**src/sv/assert_macros.svh**
```systemverilog
// Assertion macros shared by the IR pulse-distance decoder RTL.
// Depends on nothing; included by the files that carry assertions.
`ifndef ASSERT_MACROS_SVH
`define ASSERT_MACROS_SVH

// Same-cycle implication, disabled while reset is asserted.
`define ASSERT_IMPLIES(label, clk, rst_n, ante, cons, msg) \
	label: assert property (@(posedge clk) disable iff (!rst_n) (ante) |-> (cons)) \
		else $error(msg);

// Next-cycle implication, disabled while reset is asserted.
`define ASSERT_NEXT(label, clk, rst_n, ante, cons, msg) \
	label: assert property (@(posedge clk) disable iff (!rst_n) (ante) |=> (cons)) \
		else $error(msg);

// Invariant that holds at every clock edge out of reset.
`define ASSERT_ALWAYS(label, clk, rst_n, expr, msg) \
	label: assert property (@(posedge clk) disable iff (!rst_n) (expr)) \
		else $error(msg);

`endif

```
**src/sv/irpd_pkg.sv**
```systemverilog
// Package of the IR pulse-distance decoder: widths, register indexes,
// reset values and the classified-item type. Depends on nothing.
`timescale 1ns / 1ps
`default_nettype none

package irpd_pkg;

	localparam int US_W = 14;
	localparam int CODE_W = 32;
	localparam int PHASE_W = 3;
	localparam int REG_IDX_W = 3;
	localparam int CODE_BITS_DEFAULT = 32;
	localparam int QUEUE_DEPTH = 2;

	typedef logic [US_W-1:0] us_t;

	typedef enum logic [REG_IDX_W-1:0] {
		REG_HEADER_MIN   = 3'd0,
		REG_HEADER_MAX   = 3'd1,
		REG_MARK_MIN     = 3'd2,
		REG_MARK_MAX     = 3'd3,
		REG_SPACE_MIN    = 3'd4,
		REG_SPACE_MAX    = 3'd5,
		REG_ONE_THRESH   = 3'd6
	} reg_idx_t;

	localparam us_t HEADER_MIN_RST = 14'd4000;
	localparam us_t HEADER_MAX_RST = 14'd5000;
	localparam us_t MARK_MIN_RST   = 14'd400;
	localparam us_t MARK_MAX_RST   = 14'd700;
	localparam us_t SPACE_MIN_RST  = 14'd400;
	localparam us_t SPACE_MAX_RST  = 14'd1800;
	localparam us_t ONE_THRESH_RST = 14'd1000;

	// One input transaction after the window compares.
	typedef struct packed {
		logic timeout;
		logic hdr_ok;
		logic mark_ok;
		logic space_ok;
		logic is_one;
	} class_t;

endpackage

`default_nettype wire

```
**src/sv/irpd_ifs.sv**
```systemverilog
// Handshake interfaces of the IR pulse-distance decoder: input edges and
// decoded results. Depends on irpd_pkg.
`timescale 1ns / 1ps
`default_nettype none

interface irpd_item_if;
	logic                   valid;
	logic                   ready;
	logic                   kind;
	logic [irpd_pkg::US_W-1:0] interval_us;

	modport source (output valid, output kind, output interval_us, input ready);
	modport sink (input valid, input kind, input interval_us, output ready);
endinterface

interface irpd_result_if;
	logic                        valid;
	logic                        ready;
	logic                        frame_done;
	logic [irpd_pkg::CODE_W-1:0]  code;
	logic                        frame_error;
	logic [irpd_pkg::PHASE_W-1:0] phase;

	modport source (output valid, output frame_done, output code, output frame_error,
		output phase, input ready);
	modport sink (input valid, input frame_done, input code, input frame_error,
		input phase, output ready);
endinterface

`default_nettype wire

```
**src/sv/ir_pulse_distance_decoder_unit.sv**
```systemverilog
// Top level of the IR pulse-distance decoder: front end, transaction queue
// and decode back end. Depends on irpd_pkg, irpd_ifs and the three submodules.
//
//   Channel   Direction  Payload
//   item      in         kind, interval_us
//   result    out        frame_done, code, frame_error, phase
//   wr_*      in         wr_index, wr_data (timing window registers)
//
// One transaction is taken per cycle while the queue has room; one result for each.
// The front end compares each interval with all windows in the cycle it is taken.
// A two-entry queue decouples the front end from the state machine in the back end.
// Input ready drops only while the queue is full behind a stalled result.
// Reset is asynchronous; window registers return to their default values.
`timescale 1ns / 1ps
`default_nettype none

module ir_pulse_distance_decoder_unit #(
	parameter int CODE_BITS = irpd_pkg::CODE_BITS_DEFAULT
) (
	input  wire logic                          clk,
	input  wire logic                          arst_n,
	irpd_item_if.sink                          item,
	irpd_result_if.source                      result,
	input  wire logic                          wr_en,
	input  wire logic [irpd_pkg::REG_IDX_W-1:0] wr_index,
	input  wire logic [irpd_pkg::US_W-1:0]      wr_data
);

	logic             queue_full;
	logic             push;
	irpd_pkg::class_t push_data;
	logic             pop;
	logic             head_valid;
	irpd_pkg::class_t head_data;

	irpd_front u_front (
		.clk        (clk),
		.arst_n     (arst_n),
		.wr_en      (wr_en),
		.wr_index   (wr_index),
		.wr_data    (wr_data),
		.item       (item),
		.queue_full (queue_full),
		.push       (push),
		.push_data  (push_data)
	);

	irpd_queue u_queue (
		.clk        (clk),
		.arst_n     (arst_n),
		.push       (push),
		.push_data  (push_data),
		.pop        (pop),
		.full       (queue_full),
		.head_valid (head_valid),
		.head_data  (head_data)
	);

	irpd_back #(
		.CODE_BITS (CODE_BITS)
	) u_back (
		.clk        (clk),
		.arst_n     (arst_n),
		.head_valid (head_valid),
		.head_data  (head_data),
		.pop        (pop),
		.result     (result)
	);

endmodule

`default_nettype wire

```
**src/sv/irpd_front.sv**
```systemverilog
// Front end: holds the timing window registers, accepts input transactions
// and classifies each interval against every window. Depends on irpd_pkg.
`timescale 1ns / 1ps
`default_nettype none

module irpd_front (
	input  wire logic                          clk,
	input  wire logic                          arst_n,
	input  wire logic                          wr_en,
	input  wire logic [irpd_pkg::REG_IDX_W-1:0] wr_index,
	input  wire logic [irpd_pkg::US_W-1:0]      wr_data,
	irpd_item_if.sink                          item,
	input  wire logic                          queue_full,
	output logic                               push,
	output irpd_pkg::class_t                   push_data
);

	irpd_pkg::us_t header_min_q;
	irpd_pkg::us_t header_max_q;
	irpd_pkg::us_t mark_min_q;
	irpd_pkg::us_t mark_max_q;
	irpd_pkg::us_t space_min_q;
	irpd_pkg::us_t space_max_q;
	irpd_pkg::us_t one_thresh_q;

	always_ff @(posedge clk or negedge arst_n) begin
		if (!arst_n) begin
			header_min_q <= irpd_pkg::HEADER_MIN_RST;
			header_max_q <= irpd_pkg::HEADER_MAX_RST;
			mark_min_q   <= irpd_pkg::MARK_MIN_RST;
			mark_max_q   <= irpd_pkg::MARK_MAX_RST;
			space_min_q  <= irpd_pkg::SPACE_MIN_RST;
			space_max_q  <= irpd_pkg::SPACE_MAX_RST;
			one_thresh_q <= irpd_pkg::ONE_THRESH_RST;
		end else if (wr_en) begin
			case (wr_index)
				irpd_pkg::REG_HEADER_MIN: header_min_q <= wr_data;
				irpd_pkg::REG_HEADER_MAX: header_max_q <= wr_data;
				irpd_pkg::REG_MARK_MIN:   mark_min_q   <= wr_data;
				irpd_pkg::REG_MARK_MAX:   mark_max_q   <= wr_data;
				irpd_pkg::REG_SPACE_MIN:  space_min_q  <= wr_data;
				irpd_pkg::REG_SPACE_MAX:  space_max_q  <= wr_data;
				irpd_pkg::REG_ONE_THRESH: one_thresh_q <= wr_data;
				default: ;
			endcase
		end
	end

	assign item.ready = !queue_full;
	assign push = item.valid && !queue_full;

	always_comb begin
		push_data.timeout  = item.kind;
		push_data.hdr_ok   = (item.interval_us >= header_min_q) &&
			(item.interval_us <= header_max_q);
		push_data.mark_ok  = (item.interval_us >= mark_min_q) &&
			(item.interval_us <= mark_max_q);
		push_data.space_ok = (item.interval_us >= space_min_q) &&
			(item.interval_us <= space_max_q);
		push_data.is_one   = item.interval_us > one_thresh_q;
	end

endmodule

`default_nettype wire

```
**src/sv/irpd_queue.sv**
```systemverilog
// Short first-in first-out queue of classified transactions between the
// front end and the decode back end. Depends on irpd_pkg.
`timescale 1ns / 1ps
`default_nettype none

module irpd_queue (
	input  wire logic             clk,
	input  wire logic             arst_n,
	input  wire logic             push,
	input  wire irpd_pkg::class_t push_data,
	input  wire logic             pop,
	output logic                  full,
	output logic                  head_valid,
	output irpd_pkg::class_t      head_data
);

	localparam int DEPTH = irpd_pkg::QUEUE_DEPTH;
	localparam int PTR_W = (DEPTH > 1) ? $clog2(DEPTH) : 1;
	localparam int CNT_W = $clog2(DEPTH + 1);

	irpd_pkg::class_t  entry_q [DEPTH];
	logic [PTR_W-1:0]  wr_ptr_q;
	logic [PTR_W-1:0]  rd_ptr_q;
	logic [CNT_W-1:0]  count_q;
	logic              do_push;
	logic              do_pop;

	assign full       = count_q == CNT_W'(DEPTH);
	assign head_valid = count_q != '0;
	assign head_data  = entry_q[rd_ptr_q];
	assign do_push    = push && !full;
	assign do_pop     = pop && head_valid;

	always_ff @(posedge clk) begin
		if (do_push) begin
			entry_q[wr_ptr_q] <= push_data;
		end
	end

	always_ff @(posedge clk or negedge arst_n) begin
		if (!arst_n) begin
			wr_ptr_q <= '0;
			rd_ptr_q <= '0;
			count_q  <= '0;
		end else begin
			if (do_push) begin
				wr_ptr_q <= (wr_ptr_q == PTR_W'(DEPTH - 1)) ? '0 : wr_ptr_q + 1'b1;
			end
			if (do_pop) begin
				rd_ptr_q <= (rd_ptr_q == PTR_W'(DEPTH - 1)) ? '0 : rd_ptr_q + 1'b1;
			end
			if (do_push && !do_pop) begin
				count_q <= count_q + 1'b1;
			end else if (do_pop && !do_push) begin
				count_q <= count_q - 1'b1;
			end
		end
	end

endmodule

`default_nettype wire

```
**src/sv/irpd_back.sv**
```systemverilog
// Decode back end: frame state machine, bit counter, code word and the
// registered result. Depends on irpd_pkg, irpd_ifs and assert_macros.svh.
`timescale 1ns / 1ps
`default_nettype none

`include "assert_macros.svh"

module irpd_back #(
	parameter int CODE_BITS = irpd_pkg::CODE_BITS_DEFAULT
) (
	input  wire logic             clk,
	input  wire logic             arst_n,
	input  wire logic             head_valid,
	input  wire irpd_pkg::class_t head_data,
	output logic                  pop,
	irpd_result_if.source         result
);

	localparam int CNT_W = $clog2(CODE_BITS + 1);
	localparam int IDX_W = $clog2(CODE_BITS);
	localparam int EXT_W = (CODE_BITS > irpd_pkg::CODE_W) ? CODE_BITS : irpd_pkg::CODE_W;

	typedef enum logic [irpd_pkg::PHASE_W-1:0] {
		PH_IDLE      = 3'd0,
		PH_HDR_MARK  = 3'd1,
		PH_HDR_SPACE = 3'd2,
		PH_BIT_MARK  = 3'd3,
		PH_BIT_SPACE = 3'd4
	} phase_t;

	phase_t                phase_q;
	phase_t                phase_d;
	logic [CNT_W-1:0]      bit_count_q;
	logic [CNT_W-1:0]      bit_count_d;
	logic [CODE_BITS-1:0]  shift_q;
	logic [CODE_BITS-1:0]  shift_d;
	logic                  valid_q;
	logic                  done_q;
	logic                  done_d;
	logic                  err_q;
	logic                  err_d;
	logic [IDX_W-1:0]      bit_pos;
	logic [EXT_W-1:0]      code_ext;

	assign pop     = head_valid && (!valid_q || result.ready);
	assign bit_pos = IDX_W'(CODE_BITS - 1) - bit_count_q[IDX_W-1:0];

	always_comb begin
		phase_d     = phase_q;
		bit_count_d = bit_count_q;
		shift_d     = shift_q;
		done_d      = 1'b0;
		err_d       = 1'b0;
		if (head_data.timeout) begin
			phase_d = PH_IDLE;
		end else begin
			case (phase_q)
				PH_IDLE: begin
					bit_count_d = '0;
					phase_d     = PH_HDR_MARK;
				end
				PH_HDR_MARK: begin
					err_d   = !head_data.hdr_ok;
					phase_d = head_data.hdr_ok ? PH_HDR_SPACE : PH_IDLE;
				end
				PH_HDR_SPACE: begin
					err_d   = !head_data.hdr_ok;
					phase_d = head_data.hdr_ok ? PH_BIT_MARK : PH_IDLE;
				end
				PH_BIT_MARK: begin
					err_d   = !head_data.mark_ok;
					phase_d = head_data.mark_ok ? PH_BIT_SPACE : PH_IDLE;
				end
				PH_BIT_SPACE: begin
					if (!head_data.space_ok) begin
						err_d   = 1'b1;
						phase_d = PH_IDLE;
					end else begin
						phase_d = PH_BIT_MARK;
						if (bit_count_q < CNT_W'(CODE_BITS)) begin
							shift_d[bit_pos] = head_data.is_one;
							bit_count_d      = bit_count_q + 1'b1;
							done_d           = bit_count_q == CNT_W'(CODE_BITS - 1);
						end
					end
				end
				default: begin
					phase_d = PH_IDLE;
				end
			endcase
		end
	end

	always_ff @(posedge clk or negedge arst_n) begin
		if (!arst_n) begin
			phase_q     <= PH_IDLE;
			bit_count_q <= '0;
			shift_q     <= '0;
			valid_q     <= 1'b0;
			done_q      <= 1'b0;
			err_q       <= 1'b0;
		end else begin
			if (pop) begin
				phase_q     <= phase_d;
				bit_count_q <= bit_count_d;
				shift_q     <= shift_d;
				done_q      <= done_d;
				err_q       <= err_d;
				valid_q     <= 1'b1;
			end else if (result.ready) begin
				valid_q <= 1'b0;
			end
		end
	end

	assign code_ext           = EXT_W'(shift_q);
	assign result.valid       = valid_q;
	assign result.frame_done  = done_q;
	assign result.frame_error = err_q;
	assign result.code        = code_ext[irpd_pkg::CODE_W-1:0];
	assign result.phase       = phase_q;

	`ASSERT_ALWAYS(a_count_range, clk, arst_n, bit_count_q <= CNT_W'(CODE_BITS), "bit count past code length")
	`ASSERT_IMPLIES(a_done_phase, clk, arst_n, valid_q && done_q, phase_q == PH_BIT_MARK && !err_q && bit_count_q == CNT_W'(CODE_BITS), "frame done without full code")
	`ASSERT_IMPLIES(a_err_idle, clk, arst_n, valid_q && err_q, phase_q == PH_IDLE, "error result not idle")
	`ASSERT_NEXT(a_stall_hold, clk, arst_n, valid_q && !result.ready, valid_q && $stable(shift_q) && $stable(phase_q), "stalled result changed")

endmodule

`default_nettype wire
```
**src/flat_wrapper.sv**
```systemverilog
// flat-port wrapper written by rule: the top's interface ports become plain ports
module ir_pulse_distance_decoder_unit_flat 
#(
	parameter int CODE_BITS = irpd_pkg::CODE_BITS_DEFAULT
)
  (clk, arst_n, wr_en, wr_index, wr_data, item_valid, item_kind, item_interval_us, item_ready, result_valid, result_frame_done, result_code, result_frame_error, result_phase, result_ready);
  irpd_item_if item_i ();
  irpd_result_if result_i ();
  input  wire logic clk;
  input  wire logic arst_n;
  input  wire logic wr_en;
  input  wire logic [irpd_pkg::REG_IDX_W-1:0] wr_index;
  input  wire logic [irpd_pkg::US_W-1:0] wr_data;
  input wire logic [$bits(item_i.valid)-1:0] item_valid;
  input wire logic [$bits(item_i.kind)-1:0] item_kind;
  input wire logic [$bits(item_i.interval_us)-1:0] item_interval_us;
  output wire logic [$bits(item_i.ready)-1:0] item_ready;
  output wire logic [$bits(result_i.valid)-1:0] result_valid;
  output wire logic [$bits(result_i.frame_done)-1:0] result_frame_done;
  output wire logic [$bits(result_i.code)-1:0] result_code;
  output wire logic [$bits(result_i.frame_error)-1:0] result_frame_error;
  output wire logic [$bits(result_i.phase)-1:0] result_phase;
  input wire logic [$bits(result_i.ready)-1:0] result_ready;
  assign item_i.valid = item_valid;
  assign item_i.kind = item_kind;
  assign item_i.interval_us = item_interval_us;
  assign item_ready = item_i.ready;
  assign result_valid = result_i.valid;
  assign result_frame_done = result_i.frame_done;
  assign result_code = result_i.code;
  assign result_frame_error = result_i.frame_error;
  assign result_phase = result_i.phase;
  assign result_i.ready = result_ready;
  ir_pulse_distance_decoder_unit #(.CODE_BITS(CODE_BITS)) u_core (.clk(clk), .arst_n(arst_n), .item(item_i), .result(result_i), .wr_en(wr_en), .wr_index(wr_index), .wr_data(wr_data));
endmodule
```
**config.mk**
```make
export PLATFORM = sky130hd
export DESIGN_NAME = ir_pulse_distance_decoder_unit_flat
export DESIGN_NICKNAME = d
export VERILOG_FILES = /design/src/sv/irpd_pkg.sv /design/src/sv/irpd_ifs.sv /design/src/sv/ir_pulse_distance_decoder_unit.sv /design/src/sv/irpd_front.sv /design/src/sv/irpd_queue.sv /design/src/sv/irpd_back.sv /design/src/flat_wrapper.sv
export VERILOG_INCLUDE_DIRS = /design/src /design/src/sv
export SDC_FILE = /design/constraint.sdc
export NUM_CORES = 1
export LEC_CHECK = 0
export ABC_AREA = 1
export BUFFER_PORTS_ARGS = -buffer_cell sky130_fd_sc_hd__buf_2
export CAP_MARGIN = 20
export CORE_ASPECT_RATIO = 1.1
export CORE_UTILIZATION = 45
export DETAILED_ROUTE_END_ITERATION = 6
export PLACE_DENSITY = 0.72
export SYNTH_ARGS = -nofsm -noshare
export SYNTH_HDL_FRONTEND = slang
export SYNTH_SLANG_ARGS = --single-unit
```
**constraint.sdc**
```tcl
create_clock -name clk -period 1.8 [get_ports clk]
set_input_delay 0 -clock clk [delete_from_list [all_inputs] [get_ports clk]]
set_output_delay 0 -clock clk [all_outputs]
set_load 0.01 [all_outputs]
```
==> results of run 1 <==
==> how the worst min path moves through the flow <==
stage	to	slack, ns	from	cells past startpoint
after detailed placement	u_core.u_back.result.valid	0.02	arst_n	1
final	u_core.u_queue.wr_ptr_q	-0.008	item_valid	5
after global placement	u_core.u_back.result.valid	0.02	arst_n	1
after global routing	u_core.u_front.header_min_q[4]	0.02	wr_data[4]	3
after floorplan	u_core.u_back.bit_count_q[0]	-0.30	arst_n	0
after CTS	u_core.u_front.space_max_q[1]	0.01	wr_data[1]	3
==> area by class of cell <==
type,instances,share of cell area (%)
Inverter,176,6.00
Tap cell,252,2.84
Timing Repair Buffer,118,7.15
Clock inverter,15,1.37
Sequential cell,156,36.0
Multi-Input combinational cell,756,42.8
Clock buffer,17,3.83
==> through the flow <==
step	setup WS (ns)	power (W)
6_report	0.0684	0.0114
5_1_grt	-0.0554	0.0122
4_1_cts	0.000585	0.0112
3_5_place_dp	-0.0309	0.00759
3_3_place_gp	0.0150	0.00746
2_1_floorplan	0.187	0.00672
==> cells in the mapped netlist, drive strengths merged <==
| library cell | count | share of area (%) |
|---|---|---|
| o21bai | 4 | 0.32 |
| clkinv | 1 | 0.054 |
| dfstp | 33 | 9.3 |
| xnor2 | 2 | 0.19 |
| inv | 175 | 7.1 |
| o211ai | 1 | 0.081 |
| buf | 16 | 1.5 |
| o21ai | 145 | 9.0 |
| nand2 | 339 | 14 |
| xor2 | 2 | 0.19 |
| nand3b | 1 | 0.081 |
| edfxtp | 10 | 3.2 |
| nand4 | 36 | 2.4 |
| nor2 | 47 | 2.5 |
| dfrtp | 113 | 30 |
| mux2i | 1 | 0.11 |
| nand3 | 33 | 2.0 |
| o22ai | 2 | 0.13 |
| or2 | 1 | 0.067 |
| a21oi | 32 | 1.7 |
| clkbuf | 18 | 0.73 |
| ha | 103 | 14 |
| a21boi | 1 | 0.081 |
| nor3 | 6 | 0.78 |
==> logic make-up (layout without fill, tap and decap cells) <==
group | Yosys count | in the layout | share of synthesized area (%)
AOI/OAI and AO/OA | 185 | 185 | 11.4
muxes | 1 | 1 | 0.108
adders and majority gates | 103 | 103 | 13.9
and+or+nand+nor | 463 | 463 | 21.9
buffers and inverters | 210 | 326 | 9.40
DFF | 156 | 156 | 43.0
xor gates and xnor gates | 4 | 4 | 0.377
==> worst min-delay path, delay by kind of cell <==
| family | cells | cell delay [ns] |
|---|---|---|
| and+or+nand+nor | 3 | 0.21 |
| buffers and inverters | 2 | 0.17 |
==> report_power, final <==
part           total (W)  internal (W)  switching [W]
logic            0.00327       0.00125        0.00203
clock network    0.00357       0.00195        0.00161
registers        0.00459       0.00424       0.000348
total             0.0114       0.00744        0.00399
==> sequential cells by signal (all words and copies together), names as in the netlist <==
name,flops
u_core.u_queue.count_q,2
u_core.u_front.space_max_q,14
u_core.u_back.result.frame_done,1
u_core.u_back.bit_count_q,6
u_core.u_queue.entry_q,10
u_core.u_back.result.valid,1
u_core.u_back.result.frame_error,1
u_core.u_front.mark_max_q,14
u_core.u_front.header_min_q,14
u_core.u_queue.wr_ptr_q,1
u_core.u_back.result.code,32
u_core.u_back.result.phase,3
u_core.u_front.header_max_q,14
u_core.u_front.mark_min_q,14
u_core.u_front.space_min_q,14
u_core.u_queue.rd_ptr_q,1
u_core.u_front.one_thresh_q,14
==> layer usage <==
| layer | global-route usage, % | vias to the layer above |
|---|---|---|
| met4 | 8.57 | 0 |
| met2 | 38.1 | 209 |
| met5 | 0 | - |
| li1 | - | 3828 |
| met3 | 3.39 | 61 |
| met1 | 25.8 | 3607 |
==> cell usage in the layout (no fill, tap or decap), types with 6 or more instances in the layout <==
| master | n |
|---|---|
| inv_6 | 6 |
| ha_4 | 17 |
| buf_2 | 74 |
| nand3_2 | 8 |
| nor2_1 | 25 |
| dlygate4sd3_1 | 11 |
| inv_2 | 14 |
| nand2_1 | 322 |
| nand3_1 | 24 |
| nor2_2 | 15 |
| dfrtp_1 | 113 |
| o21ai_1 | 12 |
| nand4_1 | 36 |
| buf_4 | 27 |
| clkbuf_16 | 17 |
| nand2_2 | 14 |
| inv_1 | 159 |
| o21ai_2 | 30 |
| ha_1 | 86 |
| edfxtp_1 | 10 |
| o21ai_0 | 103 |
| dfstp_2 | 33 |
| a21oi_1 | 28 |
==> what timing repair did <==
item | CTS | global route
setup buffers | 0 | 6
endpoints found under the hold margin | 114 | 0
pin swaps | 0 | 26
setup endpoints to repair | 2 | 8
hold buffers | 11 | 0
gates resized for setup | 1 | 64
==> reports/summary.log, run 1 <==
INFO  status         run_status=complete, but fails checks
INFO  status         failing_checks=design-rule violations, negative hold slack
INFO  final_layout   final_area=11,100um^2
INFO  drt            antenna_violating_nets_post_route=0
INFO  timing         maxSlewHeadroom=43.8%
INFO  floorplanning  design.portCount=76
INFO  worst_setup_path critical_path.n_buffers_inverters=4
INFO  final_layout   finish.cell_count_without_fillers=1,490
INFO  worst_setup_path arrival_time_at_the_worst_endpoint=2.03ns
INFO  clock_network  htree_levels=4
INFO  final_layout   synthToLayoutAreaGrowth=19.5%
INFO  worst_setup_path worst_setup_path_end_kind=flip-flop
INFO  final_layout   layout-drive-gt1-share=23.8%
INFO  worst_setup_path timing.critical_path.from_type=flip-flop
INFO  final_layout   multiInputGateArea=4760um^2
INFO  worst_setup_path crit_family=flip-flops
INFO  timing         finalSetupViolations=0
INFO  global_route   grt_max_degree=56
INFO  final_layout   n_antenna_cell=0
INFO  final_layout   final_util=55.4%
INFO  clock_network  worst_setup_hold_path_clk_slew=0.07ns
INFO  logic_synthesis post_synthesis_cell_count=1,122
INFO  worst_setup_path crit_type=flip-flop to flip-flop
INFO  timing         tightest_slew=0.841ns
INFO  logic_synthesis netlist-cell-type-count=39
INFO  timing         final_period_minus_worst_setup_slack=1.73ns
INFO  drt            postRouteWirelength=22,200um
INFO  worst_setup_path worstReg2RegEnd=u_core.u_queue.entry_q[1][3]
INFO  worst_setup_path cp_max_fo=2
INFO  power          power_leakage=5.68nW
INFO  worst_setup_path reg2reg_depth=11
INFO  worst_setup_path worst_path_max_delay_cell=dfstp_2
INFO  final_layout   fillerInstances=1,814
INFO  timing         skew=0.0103ns
INFO  logic_synthesis synth_seq_cells=156
INFO  logic_synthesis post_synthesis_area_per_instance=8.29um^2
INFO  worst_setup_path worst_setup_path_startpoint=u_core.u_front.header_max_q[9]
INFO  timing         final-hold-violation-count=2
INFO  min_path       min-delay-path-class=primary input to flip-flop
INFO  worst_setup_path critPathCapture=u_core.u_queue.entry_q[1][3]
INFO  drt            vias=7,705
INFO  floorplanning  die_x=139um
INFO  global_route   grt_first_pass_wirelength=36,100um
INFO  timing         max_freq=578MHz
INFO  clock_network  clkLatencyLatePin=0.44ns
INFO  floorplanning  placementRows=54
INFO  drt            dr.max_layer_used=met4
INFO  timing         final-max-slew-violation-count=0
INFO  power          pwr_density_cell=1030nW/um^2
INFO  timing         summed_negative_setup_slack_over_all_endpoints=0ns
INFO  logic_synthesis synth.cell_area=9300um^2
INFO  worst_setup_path crit-reg2reg-launch=u_core.u_front.header_max_q[9]
INFO  flow_run       drv_cap=0
INFO  floorplanning  fp.dieH=153um
INFO  worst_setup_path worst-endpoint-required=2.10ns
INFO  placement      placement.io_buffers=75
INFO  global_route   initial_antenna_violation_count=0
INFO  clock_network  cts_buffer_depth=2
INFO  drt            drt_pre_antenna_iters=7
INFO  drt            remaining_drc_errors=10
INFO  logic_synthesis synth_nets=1,262
INFO  placement      finalWeightedCongestion=0.826
INFO  placement      hpwlAfterDp=15,500um
INFO  worst_setup_path cp_slowest_stage_delay=0.53ns
INFO  logic_synthesis yosysWarnings=0
INFO  drt            vias_per_cell=5.17
INFO  worst_setup_path crit_chain=inv_1 -> ha_4 -> nand2_1 -> inv_2 -> nand3_2 -> nor2_2 -> buf_4 -> nand4_1 -> nand2_2 -> nand2_2 -> inv_1
INFO  clock_network  clock_tree.root_cell=clkbuf_16
INFO  final_layout   area.sequential=4000um^2
INFO  floorplanning  floorplan.initialDensity=46.3%
INFO  power          vdd_ir_drop_max=0.791mV
INFO  clock_network  clock_sinks=156
INFO  drt            route.detailed.wl_per_inst=14.9um
INFO  drt            iteration_0_drc_markers=515
INFO  drt            detail_route.wirelength.met1=9420um
INFO  global_route   global_route.usage.total=21.4%
INFO  drt            dr_wl_met2=11,200um
INFO  worst_setup_path timing.reg2reg.setup_slack=0.07ns
INFO  clock_network  tritoncts_buffer_count=17
INFO  placement      place_inst=1,442
INFO  clock_network  cts_tree=yes
INFO  worst_setup_path worst-path-stages=11
INFO  logic_synthesis yosysSeqAreaShare=43.0%
INFO  floorplanning  fp.dieArea=21,200um^2
INFO  placement      area_after_detailed_placement=10,100um^2
INFO  drt            met3_routed_wl=923um
INFO  timing         hold-worst-slack=-0.00760ns
INFO  timing         final_min_period_over_clock_period=96.2%
INFO  floorplanning  floorplan.core_area=20,100um^2
INFO  global_route   global_route.overflow_total=0
INFO  final_layout   finalNetCount=1,365
INFO  global_route   first_global_vias=7,379
Power figures use the tool's default switching activity.
==> run 2, diff against run 1 <==
--- a/config.mk
+++ b/config.mk
@@ -9,10 +9,12 @@
 export ABC_AREA = 1
 export BUFFER_PORTS_ARGS = -buffer_cell sky130_fd_sc_hd__buf_2
 export CAP_MARGIN = 20
+export CELL_PAD_IN_SITES_DETAIL_PLACEMENT = 0
+export CELL_PAD_IN_SITES_GLOBAL_PLACEMENT = 2
 export CORE_ASPECT_RATIO = 1.1
-export CORE_UTILIZATION = 45
+export CORE_UTILIZATION = 37
 export DETAILED_ROUTE_END_ITERATION = 6
-export PLACE_DENSITY = 0.72
+export PLACE_DENSITY_LB_ADDON = 0.1
 export SYNTH_ARGS = -nofsm -noshare
 export SYNTH_HDL_FRONTEND = slang
 export SYNTH_SLANG_ARGS = --single-unit
==> run 2 against run 1 <==
The run now ends clean. Cell area rose by 0.98%. Sequential share of layout area fell by 0.35 points. Cell count up 4.8%. Clock skew grew 0.0017 ns. Sequential power about the same. Via count is 4.8% lower. Largest cell class unchanged. Highest routed layer unchanged.
==> reports/summary.log, run 2 (synthesis results as in run 1) <==
INFO  worst_setup_path critPathCapture=u_core.u_queue.entry_q[1][1]
INFO  timing         finalSetupViolations=0
INFO  power          power_leakage=5.72nW
INFO  global_route   first_global_vias=7,263
INFO  drt            route.detailed.wl_per_inst=14.9um
INFO  power          vdd_ir_drop_max=0.581mV
INFO  placement      placement.io_buffers=75
INFO  worst_setup_path crit_type=flip-flop to flip-flop
INFO  clock_network  tritoncts_buffer_count=17
INFO  final_layout   layout.cells.most_common_list=320 x nand2_1, 159 x inv_1, 113 x dfrtp_1, 104 x o21ai_0, 92 x ha_1
INFO  floorplanning  die_x=153um
INFO  floorplanning  fp.dieH=168um
INFO  timing         final-max-slew-violation-count=0
INFO  timing         final-hold-violation-count=0
INFO  worst_setup_path timing.reg2reg.setup_slack=0.08ns
INFO  final_layout   area.sequential=4000um^2
INFO  global_route   grtUsageMet1=24.7%
INFO  global_route   initial_antenna_violation_count=0
INFO  clock_network  clkLatencyLatePin=0.43ns
INFO  global_route   grtUsageMet2=34.0%
INFO  worst_setup_path worst_setup_path_end_kind=flip-flop
INFO  clock_network  worst_setup_hold_path_clk_slew=0.07ns
INFO  timing         final_period_minus_worst_setup_slack=1.72ns
INFO  final_layout   synthToLayoutAreaGrowth=20.6%
INFO  drt            drt_pre_antenna_iters=4
INFO  worst_setup_path arrival_time_at_the_worst_endpoint=1.91ns
INFO  final_layout   final_area=11,200um^2
INFO  placement      finalWeightedCongestion=0.775
INFO  placement      area_after_detailed_placement=10,200um^2
INFO  placement      hpwlAfterDp=16,500um
INFO  clock_network  cts_tree=yes
INFO  global_route   global_route.usage.total=19.4%
INFO  timing         max_freq=583MHz
INFO  min_path       min-delay-path-class=primary input to flip-flop
INFO  drt            vias=7,339
INFO  floorplanning  floorplan.core_area=24,500um^2
INFO  drt            remaining_drc_errors=0
INFO  worst_setup_path crit-reg2reg-launch=u_core.u_front.space_max_q[9]
INFO  worst_setup_path timing.critical_path.from_type=flip-flop
INFO  final_layout   fillerInstances=2,467
INFO  timing         skew=0.0120ns
INFO  drt            vias_per_cell=4.70
INFO  global_route   global_route.overflow_total=0
INFO  final_layout   layout-drive-gt1-share=23.3%
INFO  timing         tightest_slew=0.525ns
INFO  drt            postRouteWirelength=23,300um
INFO  flow_run       drv_cap=0
INFO  floorplanning  floorplan.initialDensity=37.9%
INFO  final_layout   multiInputGateArea=4680um^2
INFO  drt            iteration_0_drc_markers=255
INFO  final_layout   n_antenna_cell=0
INFO  clock_network  clock_tree.root_cell=clkbuf_16
INFO  clock_network  clock_sinks=156
INFO  final_layout   mostFrequentLayoutCell=nand2_1
INFO  final_layout   finalNetCount=1,378
INFO  floorplanning  fp.dieArea=25,800um^2
INFO  timing         final_min_period_over_clock_period=95.4%
INFO  drt            antenna_violating_nets_post_route=0
INFO  global_route   grt_max_degree=45
INFO  worst_setup_path worstReg2RegEnd=u_core.u_queue.entry_q[1][1]
INFO  clock_network  htree_levels=4
INFO  power          pwr_density_cell=1020nW/um^2
INFO  worst_setup_path cp_max_fo=2
INFO  worst_setup_path worst-endpoint-required=1.99ns
INFO  floorplanning  design.portCount=76
INFO  status         run_status=finished, final reports clean
INFO  min_path       min_delay_path_depth=3
INFO  worst_setup_path worst_setup_path_startpoint=u_core.u_front.space_max_q[9]
INFO  floorplanning  placementRows=60
INFO  clock_network  cts_buffer_depth=2
INFO  global_route   grt_first_pass_wirelength=38,600um
INFO  final_layout   largest_register_ff_count=32
INFO  final_layout   final_util=45.7%
INFO  worst_setup_path reg2reg_depth=11
INFO  timing         maxSlewHeadroom=64.8%
INFO  global_route   grt_use_met3=2.99%
INFO  global_route   grt_busiest_layer=met2
-- run 2: cell types whose count changed in the layout (fill, tap and decap cells not counted), sizes merged --
cell         before  now
buf             107  114
dlygate4sd3      11   17
clkbuf           17   20
clkinv            4    2
inv             184  182
clkinvlp          2    3
-- run 2: cell type report --
| type | count | area share (%) |
|---|---|---|
| clock buffer | 20 | 4.08 |
| multi-input combinational | 756 | 41.7 |
| sequential | 156 | 35.6 |
| clock inverter | 12 | 1.12 |
| tap | 310 | 3.46 |
| inverter | 176 | 5.94 |
| timing repair buffer | 131 | 8.09 |
-- run 2: critical path, cell delays in order, from the launching register on --
cell and delay [ns]:
dfstp_2 0.53, inv_1 0.06, ha_4 0.27, nand2_1 0.06, inv_2 0.05, nand3_1 0.10
nor2_4 0.11, nand2_1 0.06, nand2_1 0.07, nand2_2 0.05, nand2_2 0.08, inv_2 0.04
-- run 2: report_power, final --
part | internal, W | leakage (nW) | switching (W)
Sequential | 0.00424 | 1.91 | 0.000333
Clock | 0.00203 | 0.278 | 0.00163
Combinational | 0.00123 | 3.53 | 0.00197
Total | 0.00750 | 5.72 | 0.00393
-- run 2: metrics by stage --
stage | power [W] | instances | setup slack, ns | setup TNS (ns) | hold WS [ns]
finish | 0.0114 | 1561 | 0.0834 | 0 | 0.00134
global route | 0.0123 | 1561 | -0.00359 | -0.0103 | 0.0136
CTS | 0.0114 | 1556 | 0.000544 | 0 | 0.0000212
detailed placement | 0.00765 | 1507 | -0.0890 | -0.252 | -0.00938
global placement | 0.00761 | 1507 | -0.0900 | -0.264 | -0.0154
floorplan | 0.00672 | 1122 | 0.187 | 0 | -0.296
-- run 2: timing repair --
| action | in CTS | in global routing |
|---|---|---|
| setup buffers | 0 | 5 |
| pin swaps | 7 | 20 |
| setup endpoints to repair | 4 | 8 |
| hold buffers | 17 | 0 |
| resized for setup | 8 | 49 |
| hold endpoints to repair | 177 | 0 |
-- run 2: worst min-delay path by stage --
stage | slack, ns | startpoint | end
floorplan | -0.30 | arst_n | u_core.u_back.bit_count_q[0]
global route | 0.01 | wr_data[5] | u_core.u_front.header_max_q[5]
global placement | -0.02 | arst_n | u_core.u_back.result.valid
detailed placement | -0.009 | arst_n | u_core.u_back.result.phase[1]
finish | 0.001 | wr_data[1] | u_core.u_front.mark_max_q[1]
CTS | 0.00002 | wr_index[2] | u_core.u_front.mark_max_q[3]
-- run 2: per-layer routing --
layer  vias up  wire, um
li1       3846         -
met1      3393     11100
met2        82     11500
met3        18       550
met4         0       194
met5         -         0
==> run 3, diff against run 2 <==
--- a/config.mk
+++ b/config.mk
@@ -14,7 +14,7 @@
 export CORE_ASPECT_RATIO = 1.1
 export CORE_UTILIZATION = 37
 export DETAILED_ROUTE_END_ITERATION = 6
-export PLACE_DENSITY_LB_ADDON = 0.1
+export PLACE_DENSITY = 0.83
 export SYNTH_ARGS = -nofsm -noshare
 export SYNTH_HDL_FRONTEND = slang
 export SYNTH_SLANG_ARGS = --single-unit
==> run 3 against run 2 <==
Cell area is 0.80% lower. Clock-buffer cell count is 2 higher. Non-clock buffer count is 4 lower. Flip-flop and latch count stayed put. Die area stayed put. Cell count is 0.26% lower. Global-route usage is 0.63 points lower. Utilization is 0.37 points lower. Largest cell class unchanged.
==> reports/summary.log, run 3 (synthesis results as in run 1) <==
INFO  worst_setup_path arrival_time_at_the_worst_endpoint=1.89ns
INFO  worst_setup_path worst-endpoint-required=1.97ns
INFO  clock_network  clock_tree.root_cell=clkbuf_16
INFO  worst_setup_path worstReg2RegEnd=u_core.u_queue.entry_q[1][2]
INFO  placement      placement.io_buffers=75
INFO  drt            vias=7,447
INFO  worst_setup_path timing.critical_path.from_type=flip-flop
INFO  clock_network  clkLatencyLatePin=0.42ns
INFO  worst_setup_path worst_setup_path_end_kind=flip-flop
INFO  clock_network  htree_levels=4
INFO  final_layout   fillerInstances=2,487
INFO  final_layout   final_area=11,100um^2
INFO  timing         max_freq=581MHz
INFO  worst_setup_path crit_type=flip-flop to flip-flop
INFO  timing         maxSlewHeadroom=59.9%
INFO  timing         skew=0.0125ns
INFO  global_route   global_route.usage.total=18.7%
INFO  floorplanning  fp.dieH=168um
INFO  worst_setup_path path_common_cell=nand2_1
INFO  final_layout   layout.cells.most_common_list=327 x nand2_1, 166 x inv_1, 113 x dfrtp_1, 103 x o21ai_0, 98 x ha_1
INFO  final_layout   mostFrequentLayoutCell=nand2_1
INFO  drt            remaining_drc_errors=0
INFO  placement      hpwlAfterDp=16,300um
INFO  min_path       min_delay_worst_endpoint=u_core.u_front.mark_max_q[12]
INFO  min_path       hold_start=wr_data[12]
INFO  drt            iteration_0_drc_markers=372
INFO  floorplanning  design.portCount=76
INFO  floorplanning  placementRows=60
INFO  power          power_leakage=5.75nW
INFO  floorplanning  floorplan.core_area=24,500um^2
INFO  worst_setup_path worst_path_max_delay_cell=dfstp_2
INFO  drt            drt_pre_antenna_iters=5
INFO  clock_network  worst_setup_hold_path_clk_slew=0.07ns
INFO  timing         unrepaired_setup_endpoints_after_global_routing=no
INFO  final_layout   synthToLayoutAreaGrowth=19.7%
INFO  final_layout   multiInputGateArea=4550um^2
INFO  floorplanning  die_x=153um
INFO  drt            vias_per_cell=4.78
INFO  power          totalPowerFinal=0.0117W
INFO  final_layout   area.sequential=4000um^2
INFO  min_path       min-delay-path-class=primary input to flip-flop
INFO  worst_setup_path cp_slowest_stage_delay=0.53ns
INFO  timing         final_min_period_over_clock_period=95.6%
INFO  floorplanning  floorplan.initialDensity=37.9%
INFO  drt            postRouteWirelength=22,800um
INFO  worst_setup_path cp_max_fo=2
INFO  worst_setup_path crit-reg2reg-launch=u_core.u_front.mark_max_q[9]
INFO  global_route   grt_max_degree=54
INFO  placement      area_after_detailed_placement=10,200um^2
INFO  power          vdd_ir_drop_max=0.527mV
INFO  global_route   grt_first_pass_wirelength=37,500um
INFO  clock_network  cts_buffer_depth=2
INFO  global_route   first_global_vias=6,985
INFO  final_layout   layout-drive-gt1-share=21.3%
INFO  global_route   initial_antenna_violation_count=0
INFO  drt            antenna_violating_nets_post_route=0
INFO  status         run_status=finished, final reports clean
INFO  min_path       min_delay_path_depth=3
INFO  worst_setup_path timing.reg2reg.setup_slack=0.08ns
INFO  timing         tightest_slew=0.602ns
INFO  clock_network  cts_tree=yes
INFO  timing         hold-worst-slack=0.0135ns
INFO  flow_run       drv_cap=0
INFO  timing         final-max-slew-violation-count=0
INFO  drt            route.detailed.wl_per_inst=14.7um
INFO  timing         final-hold-violation-count=0
INFO  worst_setup_path reg2reg_depth=11
INFO  worst_setup_path crit_chain=inv_1 -> ha_1 -> nand2_1 -> inv_1 -> nand3_1 -> nor2_2 -> nand2_1 -> nand2_1 -> nand2_1 -> nand2_1 -> inv_1
INFO  final_layout   n_antenna_cell=0
INFO  placement      finalWeightedCongestion=0.788
INFO  clock_network  clock_sinks=156
INFO  power          pwr_density_cell=1050nW/um^2
INFO  final_layout   final_util=45.3%
INFO  final_layout   finalNetCount=1,374
INFO  clock_network  tritoncts_buffer_count=17
INFO  final_layout   largest_register_ff_count=32
INFO  timing         finalSetupViolations=0
INFO  global_route   global_route.overflow_total=0
INFO  floorplanning  fp.dieArea=25,800um^2
INFO  timing         final_period_minus_worst_setup_slack=1.72ns
run 3: changes by cell type in the layout (fill, tap and decap cells not counted), sizes merged:
cell,before,now
dlygate4sd3,17,14
inv,182,179
bufinv,1,3
clkbuf,20,22
clkinvlp,3,1
buf,114,113
clkinv,2,3
run 3: final cells by class:
class	instances	area share [%]
tap	310	3.49
inverter	176	5.99
clock buffer	22	4.64
timing repair buffer	127	7.81
multi-input combinational	756	40.9
clock inverter	10	1.32
sequential	156	35.9
run 3: metrics by stage:
step	worst slack (ns)	setup TNS, ns	cells
CTS	0.0161	0	1556
global route	0.000924	0	1557
global placement	0.0171	0	1510
finish	0.0798	0	1557
detailed placement	-0.00338	-0.00673	1510
floorplan	0.187	0	1122
run 3: what timing repair did:
item / CTS / global route
buffers inserted: 0 / 1
pin swaps: 0 / 13
hold endpoints to repair: 157 / 0
gates cloned: 0 / 0
hold buffers: 14 / 0
setup endpoints to repair: 2 / 8
gates resized for setup: 1 / 27
run 3: how the worst max path moves through the flow:
stage | startpoint | endpoint | slack [ns] | depth (start not counted)
2_1_floorplan | u_core.u_front.header_max_q[12] | u_core.u_queue.entry_q[0][3] | 0.19 | 11
3_3_place_gp | u_core.u_front.space_max_q[10] | u_core.u_queue.entry_q[1][1] | 0.02 | 11
3_5_place_dp | u_core.u_front.space_max_q[10] | u_core.u_queue.entry_q[0][1] | -0.003 | 11
4_1_cts | u_core.u_front.header_min_q[5] | u_core.u_queue.entry_q[0][3] | 0.02 | 8
5_1_grt | u_core.u_front.mark_max_q[9] | u_core.u_queue.entry_q[0][2] | 0.0009 | 11
6_report | u_core.u_front.mark_max_q[9] | u_core.u_queue.entry_q[1][2] | 0.08 | 11
run 3: metal layers:
metal,up-vias,global-route usage [%],share of wire (%)
met5,-,0,0
met4,0,4.61,0.93
met3,16,2.55,2.7
met2,110,32.6,48
met1,3483,24.5,48
li1,3838,-,-
run 3: power breakdown:
part | leakage, nW | internal, W | switching (W) | total (W)
Clock | 0.324 | 0.00248 | 0.00155 | 0.00403
Combinational | 3.51 | 0.00119 | 0.00191 | 0.00309
Sequential | 1.91 | 0.00424 | 0.000340 | 0.00458
run 3: critical path: cells and delay by family, from the launching register on:
family                   cells  cell delay [ns]
buffers and inverters        3             0.16
AND/OR/NAND/NOR              7             0.51
flip-flops                   1             0.53
adder cells (fa/ha/maj)      1             0.28
